### config.mk
export PLATFORM = sky130hd
export DESIGN_NAME = exhaustive_tour_min_cost
export DESIGN_NICKNAME = d
export VERILOG_FILES = /design/src/etmc_pkg.sv /design/src/etmc_ram.sv /design/src/etmc_search.sv /design/src/exhaustive_tour_min_cost.sv
export SDC_FILE = /design/constraint.sdc
export NUM_CORES = 1
export LEC_CHECK = 0
export BUFFER_PORTS_ARGS = -buffer_cell sky130_fd_sc_hd__buf_4
export CAP_MARGIN = 25
export CELL_PAD_IN_SITES_DETAIL_PLACEMENT = 1
export CELL_PAD_IN_SITES_GLOBAL_PLACEMENT = 2
export CORE_MARGIN = 10
export CORE_UTILIZATION = 43
export CTS_BUF_LIST = sky130_fd_sc_hd__clkbuf_8
export DETAILED_ROUTE_END_ITERATION = 8
export GPL_TIMING_DRIVEN = 0
export PLACE_DENSITY_LB_ADDON = 0.1
export SYNTH_ARGS = -nofsm -noshare
export SYNTH_HDL_FRONTEND = slang
export SYNTH_SLANG_ARGS = --single-unit
### constraint.sdc
create_clock -name aclk -period 4.4 [get_ports aclk]
set_input_delay 0.66 -clock aclk [delete_from_list [all_inputs] [get_ports aclk]]
set_output_delay 0.66 -clock aclk [all_outputs]
set_load 0.02 [all_outputs]
### src/etmc_pkg.sv
package etmc_pkg;

    // Fixed widths of the stream payloads.
    localparam int RESULT_W   = 14;
    localparam int NUM_W      = 4;
    localparam int ROW_W      = 3;
    localparam int COL_W      = 3;
    localparam int IN_COST_W  = 12;
    localparam int IN_DATA_W  = 24;
    localparam int OUT_DATA_W = 16;

    // Cost that stands for "no tour found yet".
    localparam logic [RESULT_W-1:0] TOUR_CAP = 14'd9999;

    // City count after reset.
    localparam logic [NUM_W-1:0] NUM_RESET = 4'd8;

    typedef enum logic [2:0] {
        S_IDLE,
        S_ONE_RD,
        S_ONE,
        S_LOOP,
        S_POP,
        S_LEAF_A,
        S_LEAF_B
    } srch_state_t;

    typedef enum logic [1:0] {
        T_LOAD,
        T_SEARCH,
        T_HOLD
    } top_state_t;

    typedef struct packed {
        logic start;
        logic one_city;
    } srch_ctrl_t;

    typedef struct packed {
        logic busy;
        logic done;
    } srch_stat_t;

endpackage

### src/etmc_ram.sv
module etmc_ram #(
    parameter int WIDTH = 12,
    parameter int DEPTH = 64
) (
    input  logic                     aclk,
    input  logic                     we,
    input  logic [$clog2(DEPTH)-1:0] waddr,
    input  logic [WIDTH-1:0]         wdata,
    input  logic [$clog2(DEPTH)-1:0] raddr,
    output logic [WIDTH-1:0]         rdata
);

    logic [WIDTH-1:0] mem [DEPTH];
    logic [WIDTH-1:0] rdata_reg;

    always_ff @(posedge aclk) begin
        if (we) begin
            mem[waddr] <= wdata;
        end
        rdata_reg <= mem[raddr];
    end

    assign rdata = rdata_reg;

endmodule

### src/etmc_search.sv
module etmc_search #(
    parameter int MAX_CITIES = 8,
    parameter int COST_BITS  = 12
) (
    input  logic                                      aclk,
    input  logic                                      aresetn,
    input  etmc_pkg::srch_ctrl_t                      ctrl,
    input  logic [$clog2(MAX_CITIES+1)-1:0]           n,
    output logic [$clog2(MAX_CITIES*MAX_CITIES)-1:0]  rd_addr,
    input  logic [COST_BITS-1:0]                      rd_data,
    output etmc_pkg::srch_stat_t                      stat,
    output logic [etmc_pkg::RESULT_W-1:0]             result
);
    import etmc_pkg::*;

    localparam int CITY_W = $clog2(MAX_CITIES);
    localparam int NC_W   = $clog2(MAX_CITIES + 1);
    localparam int ADDR_W = $clog2(MAX_CITIES * MAX_CITIES);
    localparam int SUM_W  = ((RESULT_W > COST_BITS) ? RESULT_W : COST_BITS) + 1;

    srch_state_t state_reg, state_next;

    logic [CITY_W-1:0]     depth_reg, depth_next;
    logic [MAX_CITIES-1:0] visited_reg, visited_next;
    logic [CITY_W-1:0]     cur_city_reg, cur_city_next;
    logic [NC_W-1:0]       cur_nc_reg, cur_nc_next;
    logic [RESULT_W-1:0]   cur_best_reg, cur_best_next;
    logic [RESULT_W-1:0]   value_reg, value_next;
    logic [CITY_W-1:0]     cand_reg, cand_next;
    logic [COST_BITS-1:0]  edge_a_reg, edge_a_next;

    // Saved context of the levels above the current one.
    logic [CITY_W-1:0]   path_reg [MAX_CITIES];
    logic [NC_W-1:0]     nc_reg   [MAX_CITIES];
    logic [RESULT_W-1:0] best_reg [MAX_CITIES];

    logic              push_en;
    logic [CITY_W-1:0] cand;
    logic [CITY_W-1:0] up;
    logic              exhausted;
    logic              at_root;
    logic              leaf_lvl;
    logic [SUM_W-1:0]  leaf_sum;
    logic [SUM_W-1:0]  pop_sum;

    function automatic logic [ADDR_W-1:0] edge_addr(input logic [CITY_W-1:0] from,
                                                    input logic [CITY_W-1:0] to);
        edge_addr = ADDR_W'(int'(from) * MAX_CITIES + int'(to));
    endfunction

    assign cand      = cur_nc_reg[CITY_W-1:0];
    assign up        = depth_reg - CITY_W'(1);
    assign exhausted = (cur_nc_reg >= n);
    assign at_root   = (depth_reg == CITY_W'(1));
    assign leaf_lvl  = ((NC_W'(depth_reg) + NC_W'(1)) == n);
    assign leaf_sum  = SUM_W'(edge_a_reg) + SUM_W'(rd_data);
    assign pop_sum   = SUM_W'(rd_data) + SUM_W'(value_reg);

    always_comb begin
        state_next = state_reg;
        unique case (state_reg)
            S_IDLE: begin
                if (ctrl.start) begin
                    state_next = ctrl.one_city ? S_ONE_RD : S_LOOP;
                end
            end
            // The final entry is written at the start edge, so the read of
            // the city 0 entry is issued in the state after it.
            S_ONE_RD: state_next = S_ONE;
            S_ONE:    state_next = S_IDLE;
            S_LOOP: begin
                if (exhausted) begin
                    state_next = at_root ? S_IDLE : S_POP;
                end else if (!visited_reg[cand] && leaf_lvl) begin
                    state_next = S_LEAF_A;
                end
            end
            S_POP:    state_next = S_LOOP;
            S_LEAF_A: state_next = S_LEAF_B;
            S_LEAF_B: state_next = S_LOOP;
            default:  state_next = S_IDLE;
        endcase
    end

    always_comb begin
        rd_addr   = edge_addr(CITY_W'(0), CITY_W'(0));
        stat.busy = (state_reg != S_IDLE);
        stat.done = 1'b0;
        result    = cur_best_reg;
        unique case (state_reg)
            S_ONE: begin
                stat.done = 1'b1;
                result    = RESULT_W'(rd_data);
            end
            S_LOOP: begin
                if (exhausted) begin
                    rd_addr   = edge_addr(path_reg[up], cur_city_reg);
                    stat.done = at_root;
                end else begin
                    rd_addr = edge_addr(cur_city_reg, cand);
                end
            end
            S_LEAF_A: rd_addr = edge_addr(cand_reg, CITY_W'(0));
            default: ;
        endcase
    end

    always_comb begin
        depth_next    = depth_reg;
        visited_next  = visited_reg;
        cur_city_next = cur_city_reg;
        cur_nc_next   = cur_nc_reg;
        cur_best_next = cur_best_reg;
        value_next    = value_reg;
        cand_next     = cand_reg;
        edge_a_next   = edge_a_reg;
        push_en       = 1'b0;
        unique case (state_reg)
            S_IDLE: begin
                if (ctrl.start) begin
                    depth_next    = CITY_W'(1);
                    visited_next  = MAX_CITIES'(1);
                    cur_city_next = '0;
                    cur_nc_next   = '0;
                    cur_best_next = TOUR_CAP;
                end
            end
            S_LOOP: begin
                if (exhausted) begin
                    if (at_root) begin
                        visited_next = '0;
                        depth_next   = '0;
                    end else begin
                        // Back up one level; the edge into this city is being read.
                        visited_next[cur_city_reg] = 1'b0;
                        value_next    = cur_best_reg;
                        cur_city_next = path_reg[up];
                        cur_nc_next   = nc_reg[up];
                        cur_best_next = best_reg[up];
                        depth_next    = up;
                    end
                end else begin
                    cur_nc_next = cur_nc_reg + NC_W'(1);
                    if (!visited_reg[cand]) begin
                        if (leaf_lvl) begin
                            cand_next = cand;
                        end else begin
                            push_en             = 1'b1;
                            visited_next[cand]  = 1'b1;
                            cur_city_next       = cand;
                            cur_nc_next         = '0;
                            cur_best_next       = TOUR_CAP;
                            depth_next          = depth_reg + CITY_W'(1);
                        end
                    end
                end
            end
            S_POP: begin
                if (pop_sum < SUM_W'(cur_best_reg)) begin
                    cur_best_next = RESULT_W'(pop_sum);
                end
            end
            S_LEAF_A: edge_a_next = rd_data;
            S_LEAF_B: begin
                if (leaf_sum < SUM_W'(cur_best_reg)) begin
                    cur_best_next = RESULT_W'(leaf_sum);
                end
            end
            default: ;
        endcase
    end

    always_ff @(posedge aclk) begin
        if (!aresetn) begin
            state_reg   <= S_IDLE;
            depth_reg   <= '0;
            visited_reg <= '0;
        end else begin
            state_reg   <= state_next;
            depth_reg   <= depth_next;
            visited_reg <= visited_next;
        end
    end

    always_ff @(posedge aclk) begin
        cur_city_reg <= cur_city_next;
        cur_nc_reg   <= cur_nc_next;
        cur_best_reg <= cur_best_next;
        value_reg    <= value_next;
        cand_reg     <= cand_next;
        edge_a_reg   <= edge_a_next;
        if (push_en) begin
            path_reg[depth_reg] <= cur_city_reg;
            nc_reg[depth_reg]   <= cur_nc_reg + NC_W'(1);
            best_reg[depth_reg] <= cur_best_reg;
        end
    end

endmodule

### src/exhaustive_tour_min_cost.sv
// Exhaustive minimum-cost tour search over a directed cost matrix.
//
// The slave stream carries one matrix entry per transaction: row, column and
// cost in s_tdata, with s_tlast marking the final entry. Every entry is written
// into the matrix memory in the cycle it is accepted; entries outside the built
// matrix are dropped. The transaction with s_tlast set is stored too and then
// starts a depth-first search over every tour that leaves city 0, visits each
// active city once and returns to city 0. The master stream then carries one
// transaction: the cheapest tour cost, limited to 9999, or with a single active
// city the cost of the entry from city 0 to itself.
// Loading accepts one entry per cycle while s_tready is high. The search is one
// sequencer stepping through the candidates over a single memory read port: a
// candidate test or a descent is an S_LOOP step, a return to the level above also
// passes S_POP, and a completed tour also S_LEAF_A and S_LEAF_B. s_tready is low
// while it runs. The finished result sits in an output register until the receiver
// takes it; a stalled master side holds the block after the search only while an
// earlier result is still untaken. The city count register is written over the cfg
// channel while idle, a rule the user keeps and the block does not enforce; it reads
// 8 after reset. Reset is synchronous and active low; the matrix memory is not
// cleared, so every entry the search reads must be written first.
module exhaustive_tour_min_cost #(
    parameter int MAX_CITIES = 8,
    parameter int COST_BITS  = 12
) (
    input  logic                                aclk,
    input  logic                                aresetn,
    // Matrix entry transactions.
    input  logic                                s_tvalid,
    output logic                                s_tready,
    input  logic [etmc_pkg::IN_DATA_W-1:0]      s_tdata,   // row[2:0], col[5:3], edge_cost[17:6]
    input  logic                                s_tlast,   // last_entry
    // Result transactions.
    output logic                                m_tvalid,
    input  logic                                m_tready,
    output logic [etmc_pkg::OUT_DATA_W-1:0]     m_tdata,   // min_tour_cost[13:0]
    // City count register.
    input  logic                                cfg_valid,
    output logic                                cfg_ready,
    input  logic [etmc_pkg::NUM_W-1:0]          cfg_data   // num_cities
);
    import etmc_pkg::*;

    localparam int NC_W   = $clog2(MAX_CITIES + 1);
    localparam int DEPTH  = MAX_CITIES * MAX_CITIES;
    localparam int ADDR_W = $clog2(DEPTH);
    localparam logic [NUM_W:0] MAX_N = (NUM_W + 1)'(MAX_CITIES);

    top_state_t state_reg, state_next;

    logic [NUM_W-1:0]      num_cities_reg, num_cities_next;
    logic                  m_tvalid_reg, m_tvalid_next;
    logic [RESULT_W-1:0]   m_data_reg, m_data_next;
    logic [RESULT_W-1:0]   result_reg, result_next;

    logic [ROW_W-1:0]      in_row;
    logic [COL_W-1:0]      in_col;
    logic [IN_COST_W-1:0]  in_cost;
    logic                  s_accept;
    logic                  entry_ok;
    logic                  wr_en;
    logic [ADDR_W-1:0]     wr_addr;
    logic [ADDR_W-1:0]     rd_addr;
    logic [COST_BITS-1:0]  rd_data;
    logic [NC_W-1:0]       n_active;
    logic                  out_free;
    logic                  load_out;

    srch_ctrl_t            ctrl;
    srch_stat_t            stat;
    logic [RESULT_W-1:0]   srch_result;

    assign in_row   = s_tdata[ROW_W-1:0];
    assign in_col   = s_tdata[ROW_W+COL_W-1:ROW_W];
    assign in_cost  = s_tdata[ROW_W+COL_W+IN_COST_W-1:ROW_W+COL_W];
    assign s_accept = s_tvalid && s_tready;

    assign entry_ok = ((NUM_W + 1)'(in_row) < MAX_N) && ((NUM_W + 1)'(in_col) < MAX_N);
    assign wr_en    = s_accept && entry_ok;
    assign wr_addr  = ADDR_W'(int'(in_row) * MAX_CITIES + int'(in_col));

    // Zero counts as one city, anything above the built size as the built size.
    always_comb begin
        priority if (num_cities_reg == '0) begin
            n_active = NC_W'(1);
        end else if ((NUM_W + 1)'(num_cities_reg) > MAX_N) begin
            n_active = NC_W'(MAX_CITIES);
        end else begin
            n_active = NC_W'(num_cities_reg);
        end
    end

    assign cfg_ready       = 1'b1;
    assign num_cities_next = (cfg_valid && cfg_ready) ? cfg_data : num_cities_reg;

    assign out_free = !m_tvalid_reg || m_tready;

    always_comb begin
        state_next = state_reg;
        unique case (state_reg)
            T_LOAD: begin
                if (s_accept && s_tlast) begin
                    state_next = T_SEARCH;
                end
            end
            T_SEARCH: begin
                if (stat.done) begin
                    state_next = T_HOLD;
                end
            end
            T_HOLD: begin
                if (out_free) begin
                    state_next = T_LOAD;
                end
            end
            default: state_next = T_LOAD;
        endcase
    end

    always_comb begin
        s_tready      = 1'b0;
        ctrl.start    = 1'b0;
        ctrl.one_city = (n_active == NC_W'(1));
        load_out      = 1'b0;
        unique case (state_reg)
            T_LOAD: begin
                s_tready   = 1'b1;
                ctrl.start = s_tvalid && s_tlast;
            end
            T_HOLD:  load_out = out_free;
            default: ;
        endcase
    end

    assign result_next = (state_reg == T_SEARCH && stat.done) ? srch_result : result_reg;

    always_comb begin
        m_tvalid_next = m_tvalid_reg;
        m_data_next   = m_data_reg;
        if (load_out) begin
            m_tvalid_next = 1'b1;
            m_data_next   = result_reg;
        end else if (m_tvalid_reg && m_tready) begin
            m_tvalid_next = 1'b0;
        end
    end

    always_ff @(posedge aclk) begin
        if (!aresetn) begin
            state_reg      <= T_LOAD;
            num_cities_reg <= NUM_RESET;
            m_tvalid_reg   <= 1'b0;
        end else begin
            state_reg      <= state_next;
            num_cities_reg <= num_cities_next;
            m_tvalid_reg   <= m_tvalid_next;
        end
    end

    always_ff @(posedge aclk) begin
        m_data_reg <= m_data_next;
        result_reg <= result_next;
    end

    assign m_tvalid = m_tvalid_reg;
    assign m_tdata  = OUT_DATA_W'(m_data_reg);

    etmc_ram #(
        .WIDTH (COST_BITS),
        .DEPTH (DEPTH)
    ) u_cost_ram (
        .aclk  (aclk),
        .we    (wr_en),
        .waddr (wr_addr),
        .wdata (COST_BITS'(in_cost)),
        .raddr (rd_addr),
        .rdata (rd_data)
    );

    etmc_search #(
        .MAX_CITIES (MAX_CITIES),
        .COST_BITS  (COST_BITS)
    ) u_search (
        .aclk    (aclk),
        .aresetn (aresetn),
        .ctrl    (ctrl),
        .n       (n_active),
        .rd_addr (rd_addr),
        .rd_data (rd_data),
        .stat    (stat),
        .result  (srch_result)
    );

    // The final entry must launch the search in the next cycle.
    a_start_search: assert property (@(posedge aclk) disable iff (!aresetn)
        s_tvalid && s_tready && s_tlast |=> stat.busy)
        else $error("search did not start after the final entry");

    // A finished search is only reported while the controller waits for it.
    a_done_in_search: assert property (@(posedge aclk) disable iff (!aresetn)
        stat.done |-> state_reg == T_SEARCH)
        else $error("search finished outside the search phase");

    // No matrix entry may be taken while the search reads the memory.
    a_no_load_busy: assert property (@(posedge aclk) disable iff (!aresetn)
        stat.busy |-> !s_tready)
        else $error("entry accepted during the search");

    // A new result only appears after the search result was captured.
    a_result_order: assert property (@(posedge aclk) disable iff (!aresetn)
        $rose(m_tvalid) |-> $past(state_reg == T_HOLD))
        else $error("result presented without a finished search");

endmodule
# ---- Yosys cells after proc, flatten, opt, wreduce, memory -nomap -nowiden
# Memory sizes are Yosys's and may differ from the RTL's. A register that Yosys moved wholly into a read port is not among the register bits.
# Index checks and enable logic that the tools add are counted.
dict set report classes {
  add_sub_neg 9
  n_lt_le_gt_ge 8
  n_eq_ne 21
  muxes 68
  n_bitwise 6
  n_reduce_logical 26
}
# operator count
set ops {}
lappend ops {{$mux W14} 7}
lappend ops {{$pmux W14 S4} 1}
lappend ops {{$mux W3} 14}
lappend ops {{$mux W8} 5}
lappend ops {{$mux W4} 7}
lappend ops {{$add A6 B3 Y6} 3}
lappend ops {{$mux W1} 17}
lappend ops {{$pmux W8 S2} 1}
lappend ops {{$add A12 B14 Y15} 1}
lappend ops {{$lt A15 B14 Y1} 1}
lappend ops {{$pmux W3 S5} 1}
lappend ops {{$lt A13 B14 Y1} 1}
lappend ops {{$add A12 B12 Y13} 1}
lappend ops {{$mux W12} 1}
lappend ops {{$pmux W3 S2} 2}
lappend ops {{$pmux W6 S2} 1}
lappend ops {{$eq A3 B3 Y1 const B} 3}
lappend ops {{$reduce_and A3 Y1} 3}
lappend ops {{$and A8 B8 Y8} 1}
lappend ops {{$logic_and A1 B1 Y1} 8}
lappend ops {{$lt A3 B4 Y1 const B} 2}
lappend ops {{$mux W2} 4}
lappend ops {{$ne A2 B2 Y1 const B} 4}
lappend ops {{$not A8 Y8} 1}
lappend ops {{37 further kinds} 48}
dict set report totals {
  reg_bits 99
  mem_bits_rw 936
  in_bits 34
  output_inout_bits 19
  word_cells 157
  mem_count 4
}
# memory words word_bits read_ports rd_clocked_by_memory_dff write_ports line
set mem_list {}
lappend mem_list {u_cost_ram.mem 64 12 1 1 1 etmc_ram.sv:13} ;# logic [WIDTH-1:0] mem [DEPTH];
lappend mem_list {u_search.best_reg 8 14 1 0 1 etmc_search.sv:35} ;# logic [RESULT_W-1:0] best_reg [MAX_CITIES];
lappend mem_list {u_search.nc_reg 8 4 1 0 1 etmc_search.sv:34} ;# logic [NC_W-1:0] nc_reg [MAX_CITIES];
lappend mem_list {u_search.path_reg 8 3 1 0 1 etmc_search.sv:33} ;# logic [CITY_W-1:0] path_reg [MAX_CITIES];

# ---- Depth between registers and ports, before layout
# Gate-level depths: netlist of the first run.
dict set report logic_depth {
  ltp_word 10
  ltp_mapped 18
  mapped_depth_nobuf 18
}

# ---- By module
# Synthesis of the first run repeated with hierarchy kept, for this count alone.
dict set report unflattened {
  hier_cells 2239
  hier_area_um2 42563.3
}
# mod n_inst cells_each area_per_inst_um2 seq_area_each_um2
set by_module_without_submodules {}
lappend by_module_without_submodules {etmc_ram 1 1339 29851.1 23302.3}
lappend by_module_without_submodules {etmc_search 1 831 11501.0 6826.5}
lappend by_module_without_submodules {exhaustive_tour_min_cost 1 69 1211.2 980.9}

# ---- Worst setup path before layout of the first run
# No wires, ideal clock.
dict set report synth_path {
  path_kind {register -> register}
  startpoint {reg u_cost_ram.rdata_reg[0] (netlist: u_cost_ram.rdata[0]) (read register of u_cost_ram.mem)}
  endpoint {reg u_search.cur_best_reg[0], enable pin}
  setup_time_ps 403
  t_arrival_ps 4158
  required_time_ps 3997
  slack_ps -161
  path_stages_with_launch 18
  n_path_buf 0
  period_less_slack_ps 4561
  path_cell_list {dfxtp_1 -> ha_1 -> inv_1 -> fa_1 -> nor2b_1 -> o21ai_0 -> a21boi_0 -> o21ai_0 -> a21oi_1 -> a21o_1 -> a21oi_1 -> xnor2_1 -> ha_1 -> and4_1 -> a221oi_1 -> o22ai_1 -> or3_1 -> nor3_1}
}
dict set report synth_via {
  elab_chain_len 4
  word_cells_on_any_way 7
  cone_classes {2 x add/sub; 2 x order compare; 2 x eq/ne; 1 x reduce/logical}
}
# element line
set synth_lines {}
lappend synth_lines {{from (decl)} etmc_ram.sv:14} ;# logic [WIDTH-1:0] rdata_reg;
lappend synth_lines {{$add A12 B14 Y15 / $add A12 B12 Y13 (equally long branches)} {etmc_search.sv:57, etmc_search.sv:56}}
lappend synth_lines {{$lt A15 B14 Y1 / $lt A13 B14 Y1 (equally long branches)} {etmc_search.sv:159, etmc_search.sv:165}}
lappend synth_lines {{$ne A2 B1 Y1 (no line)} --}
lappend synth_lines {{$reduce_and A7 Y1 (no line) *} --}
lappend synth_lines {{to (signal assigned)} etmc_search.sv:188} ;# cur_best_reg <= cur_best_next;
lappend synth_lines {{to (decl)} etmc_search.sv:27} ;# logic [RESULT_W-1:0] cur_best_reg, cur_best_next;
# Every way passes the cells marked *; elsewhere a longest branch is shown, timed or not.
# A chain may end at the register's enable or synchronous reset.

# ---- Worst setup path after layout of the first run
dict set report layout_path {
  startpoint {reg u_search.depth_reg[0]}
  endpoint {reg u_cost_ram.rdata_reg[6] (netlist: u_cost_ram.rdata[6]) (read register of u_cost_ram.mem)}
}
dict set report layout_via {
  elab_chain_len 5
}
# element line
set layout_lines {}
lappend layout_lines {{from (decl)} etmc_search.sv:23} ;# logic [CITY_W-1:0] depth_reg, depth_next;
lappend layout_lines {{from (signal assigned)} etmc_search.sv:180} ;# depth_reg <= depth_next;
lappend layout_lines {{$sub A3 B1 Y3} etmc_search.sv:52} ;# assign up = depth_reg - CITY_W'(1);
lappend layout_lines {{$mem_v2 Z8 W3} --}
lappend layout_lines {{$add A6 B3 Y6} etmc_search.sv:48} ;# edge_addr = ADDR_W'(int'(from) * MAX_CITIES + int'(to));
lappend layout_lines {{$mux W6} etmc_search.sv:96} ;# if (exhausted) begin
lappend layout_lines {{$pmux W6 S2} etmc_search.sv:90} ;# unique case (state_reg)
# No other way between the ends.

==> metrics.txt, run 1 <==
I/O Pins=53; ranking of synthesized cells by area=edfxtp_1, nand2_1, nand3_1; Hold Vio Cnt, Final=0; Slew headroom=25.6%; VDD IR max=0.257 mV; asr flop ratio synth=0%; top cell type's share of synthesized area=71.0%; period utilization=98.5%; Worst Max-Slew Pin Slew=1.11 ns; predominant post-synthesis flop cell=edfxtp_1; Tightest Hold Check Type=in2reg; Post-synth EDFFs=1,014; CTS tree=built; max reg flops=768; Cells after Synth=2,982; total power=22,800 uW; status=finished, final reports clean; FF-to-FF path depth=13; clk_lat worst skew=0.86 ns; Rows=115; fin cells=4,716; synth warn=0; CP Class=reg2reg; pwr dens=465 nW/um^2; Synth Cell Area=42,900 um^2; drt drc=0; antenna viol nets, final=0; top cell type by total area after synthesis=edfxtp_1; Avg Cell Area, Syn=14.4 um^2; area grow syn2layout=14.2%; placed instance count=4,363; WP data required=5.11 ns; clock skew=0.0339 ns; Yosys reg bits=1,047; Static Leakage=0.0172 uW; die area=113,000 um^2; WP data arrival=5.04 ns; Worst Setup EP=u_cost_ram.rdata[6]$_DFF_P_; Tmin final=4.33 ns; drt wl/cell=28.5 um; Setup Viol. Count Final=0; Area after DPL=45,400 um^2; R2R setup slack=0.07 ns; core footprint=98,700 um^2; crit path launch=u_search.depth_reg[0]$_SDFFE_PN0P_; routability cong.=0.900; die height=336 um; final wirelength=134 mm; Max Fanout on Critical Path=10; Setup crit end kind=flip-flop; Layout Nets=3,380; initial drt markers=2,456; Max Freq=231 MHz; H-tree Lvls=4; initial antenna violation count=5; Critical Path Source Type=flip-flop; vias in the first global route=28,267; CTS max path bufs=3; gr ovfl total=0; post-synthesis sequential area ratio=72.6%; Post-Layout Inst Area=48,900 um^2; CTS Root Cell=clkbuf_8; Initial Utilization=43.4%; max-slew violations=0; MaxCap Viol Count=0; post-DP HPWL=90.2 mm; port bufs=39; Chip Width=336 um; layout cell share with drive strength beyond 1=16.9%; fillers=9,800; Yosys cell types=82; CTS Sinks=1,047; CTS Buf Count=175; largest net degree at the start of global routing=65; Initial DRT Pass Iterations=5; worst r2r src=u_search.depth_reg[0]$_SDFFE_PN0P_; first-pass GRT wire length=194 mm; clk slew on worst S/H paths=0.06 ns; vias per cell=5.73; via count=27,027; Worst R2R End=u_cost_ram.rdata[6]$_DFF_P_; GRT Overall Usage=23.6%
## worst min path at each step
stage               cells past startpoint                              to                    start  slack (ns)
global route                            3  num_cities_reg[0]$_SDFFE_PN0P_              cfg_data[0]        0.08
floorplan                               0         m_data_reg[0]$_DFFE_PP_  result_reg[0]$_DFFE_PP_        0.40
detailed placement                      0         m_data_reg[7]$_DFFE_PP_  result_reg[7]$_DFFE_PP_        0.41
CTS                                     3  num_cities_reg[2]$_SDFFE_PN0P_              cfg_data[2]        0.03
global placement                        0         m_data_reg[4]$_DFFE_PP_  result_reg[4]$_DFFE_PP_        0.40
finish                                  3  num_cities_reg[2]$_SDFFE_PN0P_              cfg_data[2]         0.1
## cells by family (layout without fill, tap and decap cells)
group                    Yosys count  in the layout  synth area share (%)
buffers and inverters            211            655                  2.38
other                              2              5                0.0175
flip-flops                      1047           1047                  72.6
AND/OR/NAND/NOR                 1135           1135                  11.9
XOR/XNOR                          27             27                 0.552
multiplexers                     155            155                  4.92
AO/OA/AOI/OAI                    346            346                  5.93
adder cells (fa/ha/maj)           59             59                  1.76
## synth_stat cells, types with 4 or more instances
cell,n
inv_1,36
o21ai_0,57
ha_1,57
xor2_1,9
nor2b_1,22
a211oi_1,36
xnor2_1,18
a31oi_1,35
a22oi_1,16
nand4_1,75
buf_2,89
dfxtp_1,33
buf_4,12
a21boi_0,7
nor3_1,20
a21oi_1,26
edfxtp_1,1014
a32oi_1,62
nand3_1,233
or2_2,4
nor3b_1,4
mux4_2,43
o2111ai_1,14
o22ai_1,7
a21o_1,16
nand2_1,568
mux2i_1,110
o21a_1,20
buf_6,8
and3_1,37
clkbuf_1,57
nor2_1,135
buf_1,7
nand2b_1,9
o21ai_1,6
## layout by cell type, fill, tap and decap left out, types with 14 or more instances in the layout
cell	instances
edfxtp_1	1014
ha_1	57
clkbuf_1	49
mux4_2	43
inv_1	92
nor3_1	17
buf_4	115
a32oi_1	62
a21o_1	16
nand3_1	233
clkinv_2	21
buf_2	85
nand4_1	75
xnor2_1	17
and3_1	37
mux2i_1	110
o21ai_0	53
a21oi_1	20
a31oi_1	35
nand2_1	568
nor2b_1	21
buf_6	30
clkinv_1	41
a22oi_1	16
o21a_1	20
dfxtp_1	30
clkbuf_8	184
nor2_1	125
a211oi_1	34
o2111ai_1	14
## cell type report
cell class / instances / area (um^2) / area share, %
inverter: 37 / 143 / 0.291
antenna: 2 / 5.00 / 0.0102
sequential: 1047 / 31100 / 63.6
tap: 1287 / 1610 / 3.29
multi-input combinational: 1725 / 10900 / 22.3
clock inverter: 133 / 626 / 1.28
buffer: 174 / 902 / 1.84
timing repair buffer: 127 / 1090 / 2.22
clock buffer: 184 / 2530 / 5.17
## where the power goes
group / internal, uW / switching (uW) / total [uW] / leakage, uW
combinational: 1170 / 2220 / 3390 / 0.00592
sequential: 11200 / 217 / 11500 / 0.00943
clock: 3930 / 4000 / 7930 / 0.00181
## critical path, cell delays in order, from the launching register on
cell,delay [ns]
dfxtp_2,0.40
buf_6,0.19
inv_1,0.12
ha_1,0.30
buf_2,0.25
mux4_2,0.36
mux2i_1,0.26
nor3_1,0.12
a221oi_4,0.57
nor2_2,0.23
buf_2,0.28
nand4_1,0.19
nand4_1,0.59
o21a_1,0.34
## layer usage
layer | up-vias | wire, um | track usage [%]
met3 | 271 | 6740 | 3.74
li1 | 11989 | - | -
met1 | 13921 | 55100 | 29.6
met4 | 4 | 4800 | 8.39
met2 | 842 | 67500 | 41.1
met5 | - | 27 | 0
## per-stage QoR
step / utilization (%) / hold slack, ns / worst slack, ns / TNS [ns]
after floorplan: - / 0.400 / 0.256 / 0
after global placement: 45.4 / 0.402 / -2.08 / -222.97
after detailed placement: 45.9 / 0.406 / -0.626 / -11.20
after CTS: 49.3 / 0.0279 / 0.0422 / 0
after global routing: 49.6 / 0.0773 / -0.0748 / -0.809
final: 49.6 / 0.0955 / 0.0660 / 0
## timing repair
| item | CTS | global route |
|---|---|---|
| pin swaps | 10 | 9 |
| cloned | 1 | 0 |
| setup buffers | 6 | 5 |
| endpoints found under the hold margin | 1 | 0 |
| setup endpoints to repair | 26 | 21 |
| hold buffers | 1 | 0 |
| gates resized for setup | 30 | 22 |
Power figures use the tool's default switching activity.
==> run 2: changes to the inputs <==
BUFFER_PORTS_ARGS = -buffer_cell sky130_fd_sc_hd__buf_2   (was -buffer_cell sky130_fd_sc_hd__buf_4)
==> run 2 against run 1 <==
  * Non-clock buffer count increased by 11
  * Combinational power hardly changed
  * First-iteration DRC count decreased by 7.7%
  * Global-route usage up 0.094 points
  * Hold slack got worse by 0.00067 ns
  * Maximum frequency is 1.7% higher
  * Clock skew increased by 0.0059 ns
  * Largest cell class unchanged
==> metrics.txt, run 2 (synthesis results as in run 1) <==
GRT Overall Usage=23.7% (+0.094 points); Max Freq=235 MHz (+1.7%); Max Fanout on Critical Path=6 (-4); max-slew violations=0 (unchanged); Hold Vio Cnt, Final=0 (unchanged); VDD IR max=0.258 mV (+0.31%); WP data arrival=4.83 ns (-0.21 ns); layout cell share with drive strength beyond 1=16.8% (-0.088 points); final wirelength=135 mm (+0.42%); Slew headroom=35.9% (+10 points); area grow syn2layout=14.5%; Setup crit end kind=flip-flop; TNS Setup=0 ns (unchanged); Setup WS pre-CTS=-0.402 ns (+0.224 ns); antenna viol nets, final=0 (unchanged); I/O Pins=53 (unchanged); clk_lat worst skew=0.88 ns (+0.02 ns); via count=27,113 (+0.32%); Area after DPL=45,400 um^2 (about the same); first-pass GRT wire length=195 mm (+0.33%); WP depth=16 (+3); Initial DRT Pass Iterations=8 (+3); vias in the first global route=28,590 (+1.1%); initial drt markers=2,266 (-7.7%); post-DP HPWL=92.3 mm (+2.3%); status=finished, final reports clean; FF-to-FF path depth=16 (+3); Tmin final=4.26 ns (-0.0738 ns); R2R setup slack=0.14 ns (+0.07 ns); CTS Sinks=1,047 (unchanged); Critical Path Source Type=flip-flop; clk slew on worst S/H paths=0.07 ns (about the same); clock skew=0.0399 ns (+0.00595 ns); crit path launch=u_search.value_reg[1]$_DFFE_PP_; critical path buffer and inverter count=1 (-3); Layout Nets=3,392 (+0.36%); WP data required=4.97 ns (-0.14 ns); Tightest Hold Check Type=in2reg; max reg flops=768 (unchanged); total power=22,800 uW (+0.14%); worst r2r src=u_search.value_reg[1]$_DFFE_PP_; CP cell instances=ha_1 -> a21o_1 -> a21oi_1 -> nor2b_1 -> o21ai_2 -> a211oi_2 -> o31ai_2 -> a21boi_0 -> xor2_1 -> ha_1 -> and4_1 -> a221oi_2 -> o22ai_1 -> or3_4 -> nor3_4 -> buf_6; most frequent cells in the layout=edfxtp_1, nand2_1, nand3_1; Static Leakage=0.0173 uW (+0.61%); CTS Root Cell=clkbuf_8; post-layout util=49.7% (+0.12 points); final setup margin=0.140 ns (+0.0738 ns); port bufs=39 (unchanged); Rows=115 (unchanged); Chip Width=336 um (unchanged); Post-Layout Inst Area=49,100 um^2 (+0.24%); Worst Setup EP=u_search.cur_best_reg[3]$_DFFE_PP_; gr ovfl total=0 (unchanged); max incr delay on CP=0.39 ns (-0.20 ns); largest net degree at the start of global routing=65 (unchanged); core footprint=98,700 um^2 (unchanged); most frequent cell on the critical path=ha_1; CTS tree=built; CTS max path bufs=3 (unchanged); Setup Viol. Count Final=0 (unchanged); period utilization=96.8% (-1.7 points); pwr dens=465 nW/um^2 (about the same); initial antenna violation count=3 (-2); die height=336 um (unchanged); Worst Max-Slew Pin Slew=0.962 ns (-0.151 ns); Crit-path slowest cell=edfxtp_1; CTS Buf Count=176 (+0.57%); die area=113,000 um^2 (unchanged); drt drc=0 (unchanged); Crit path max-delay family=compound AO/OA/AOI/OAI gates; hold_sp=cfg_data[1]; H-tree Lvls=4 (unchanged); Worst R2R End=u_search.cur_best_reg[3]$_DFFE_PP_; CP Class=reg2reg; most common cell after layout, fill and taps aside=edfxtp_1; MaxCap Viol Count=0 (unchanged); routability cong.=0.899 (about the same); Initial Utilization=43.4% (unchanged); drt wl/cell=28.6 um (+0.31%); vias per cell=5.74 (+0.21%)
==> run 2: cell count changes in the layout (fill, tap and decap cells not counted), moves of 3 or more <==
cell	delta
buf_12	+6
buf_2	+34
buf_4	-33
buf_6	+3
clkinv_1	-6
clkinv_2	-12
clkinv_8	+3
clkinvlp_4	-5
inv_1	+12
inv_12	+3
==> run 2: final cells by class <==
cell class / instances / area, um^2
antenna: 1 / 2.50
buffer: 174 / 905
clock buffer: 181 / 2490
clock inverter: 131 / 696
fill: 9800 / 49600
inverter: 37 / 143
multi-input combinational: 1725 / 10900
sequential: 1047 / 31100
tap: 1287 / 1610
timing repair buffer: 138 / 1190
==> run 2: metal layers <==
layer	vias up	routed length, um	global-route usage [%]
met1	13981	54800	29.7
li1	11999	-	-
met2	879	67600	40.8
met4	2	5190	9.78
met3	252	7150	3.64
met5	-	13	0
==> run 2: power by group <==
part | switching, uW | total, uW | internal (uW)
sequential | 216 | 11500 | 11200
combinational | 2200 | 3380 | 1180
clock | 4010 | 7980 | 3960
==> run 2: how the worst min path moves through the flow <==
stage / endpoint / slack (ns) / depth (start not counted)
floorplan: m_data_reg[0]$_DFFE_PP_ / 0.40 / 0
global placement: m_data_reg[4]$_DFFE_PP_ / 0.40 / 0
detailed placement: m_data_reg[0]$_DFFE_PP_ / 0.41 / 0
CTS: num_cities_reg[1]$_SDFFE_PN0P_ / 0.01 / 3
global route: num_cities_reg[1]$_SDFFE_PN0P_ / 0.07 / 3
finish: num_cities_reg[1]$_SDFFE_PN0P_ / 0.09 / 3
==> run 2: per-stage QoR <==
stage          hold WS [ns]  std cells
2_1_floorplan         0.400       2983
3_3_place_gp          0.402       4309
3_5_place_dp          0.410       4368
4_1_cts              0.0131       4693
5_1_grt              0.0729       4721
6_report             0.0948       4721
==> run 2: repair_timing <==
| action | in CTS | in global routing |
|---|---|---|
| setup endpoints to repair | 26 | 20 |
| gates resized for setup | 30 | 18 |
| hold buffers | 1 | 0 |
| pin swaps | 10 | 8 |
| buffers inserted | 11 | 4 |
| hold endpoints to repair | 1 | 0 |
| gates cloned | 1 | 0 |
==> run 2: worst min-delay path, stage by stage <==
cell and delay [ns]:
buf_2 0.07, mux2i_1 0.06, nor2b_1 0.10
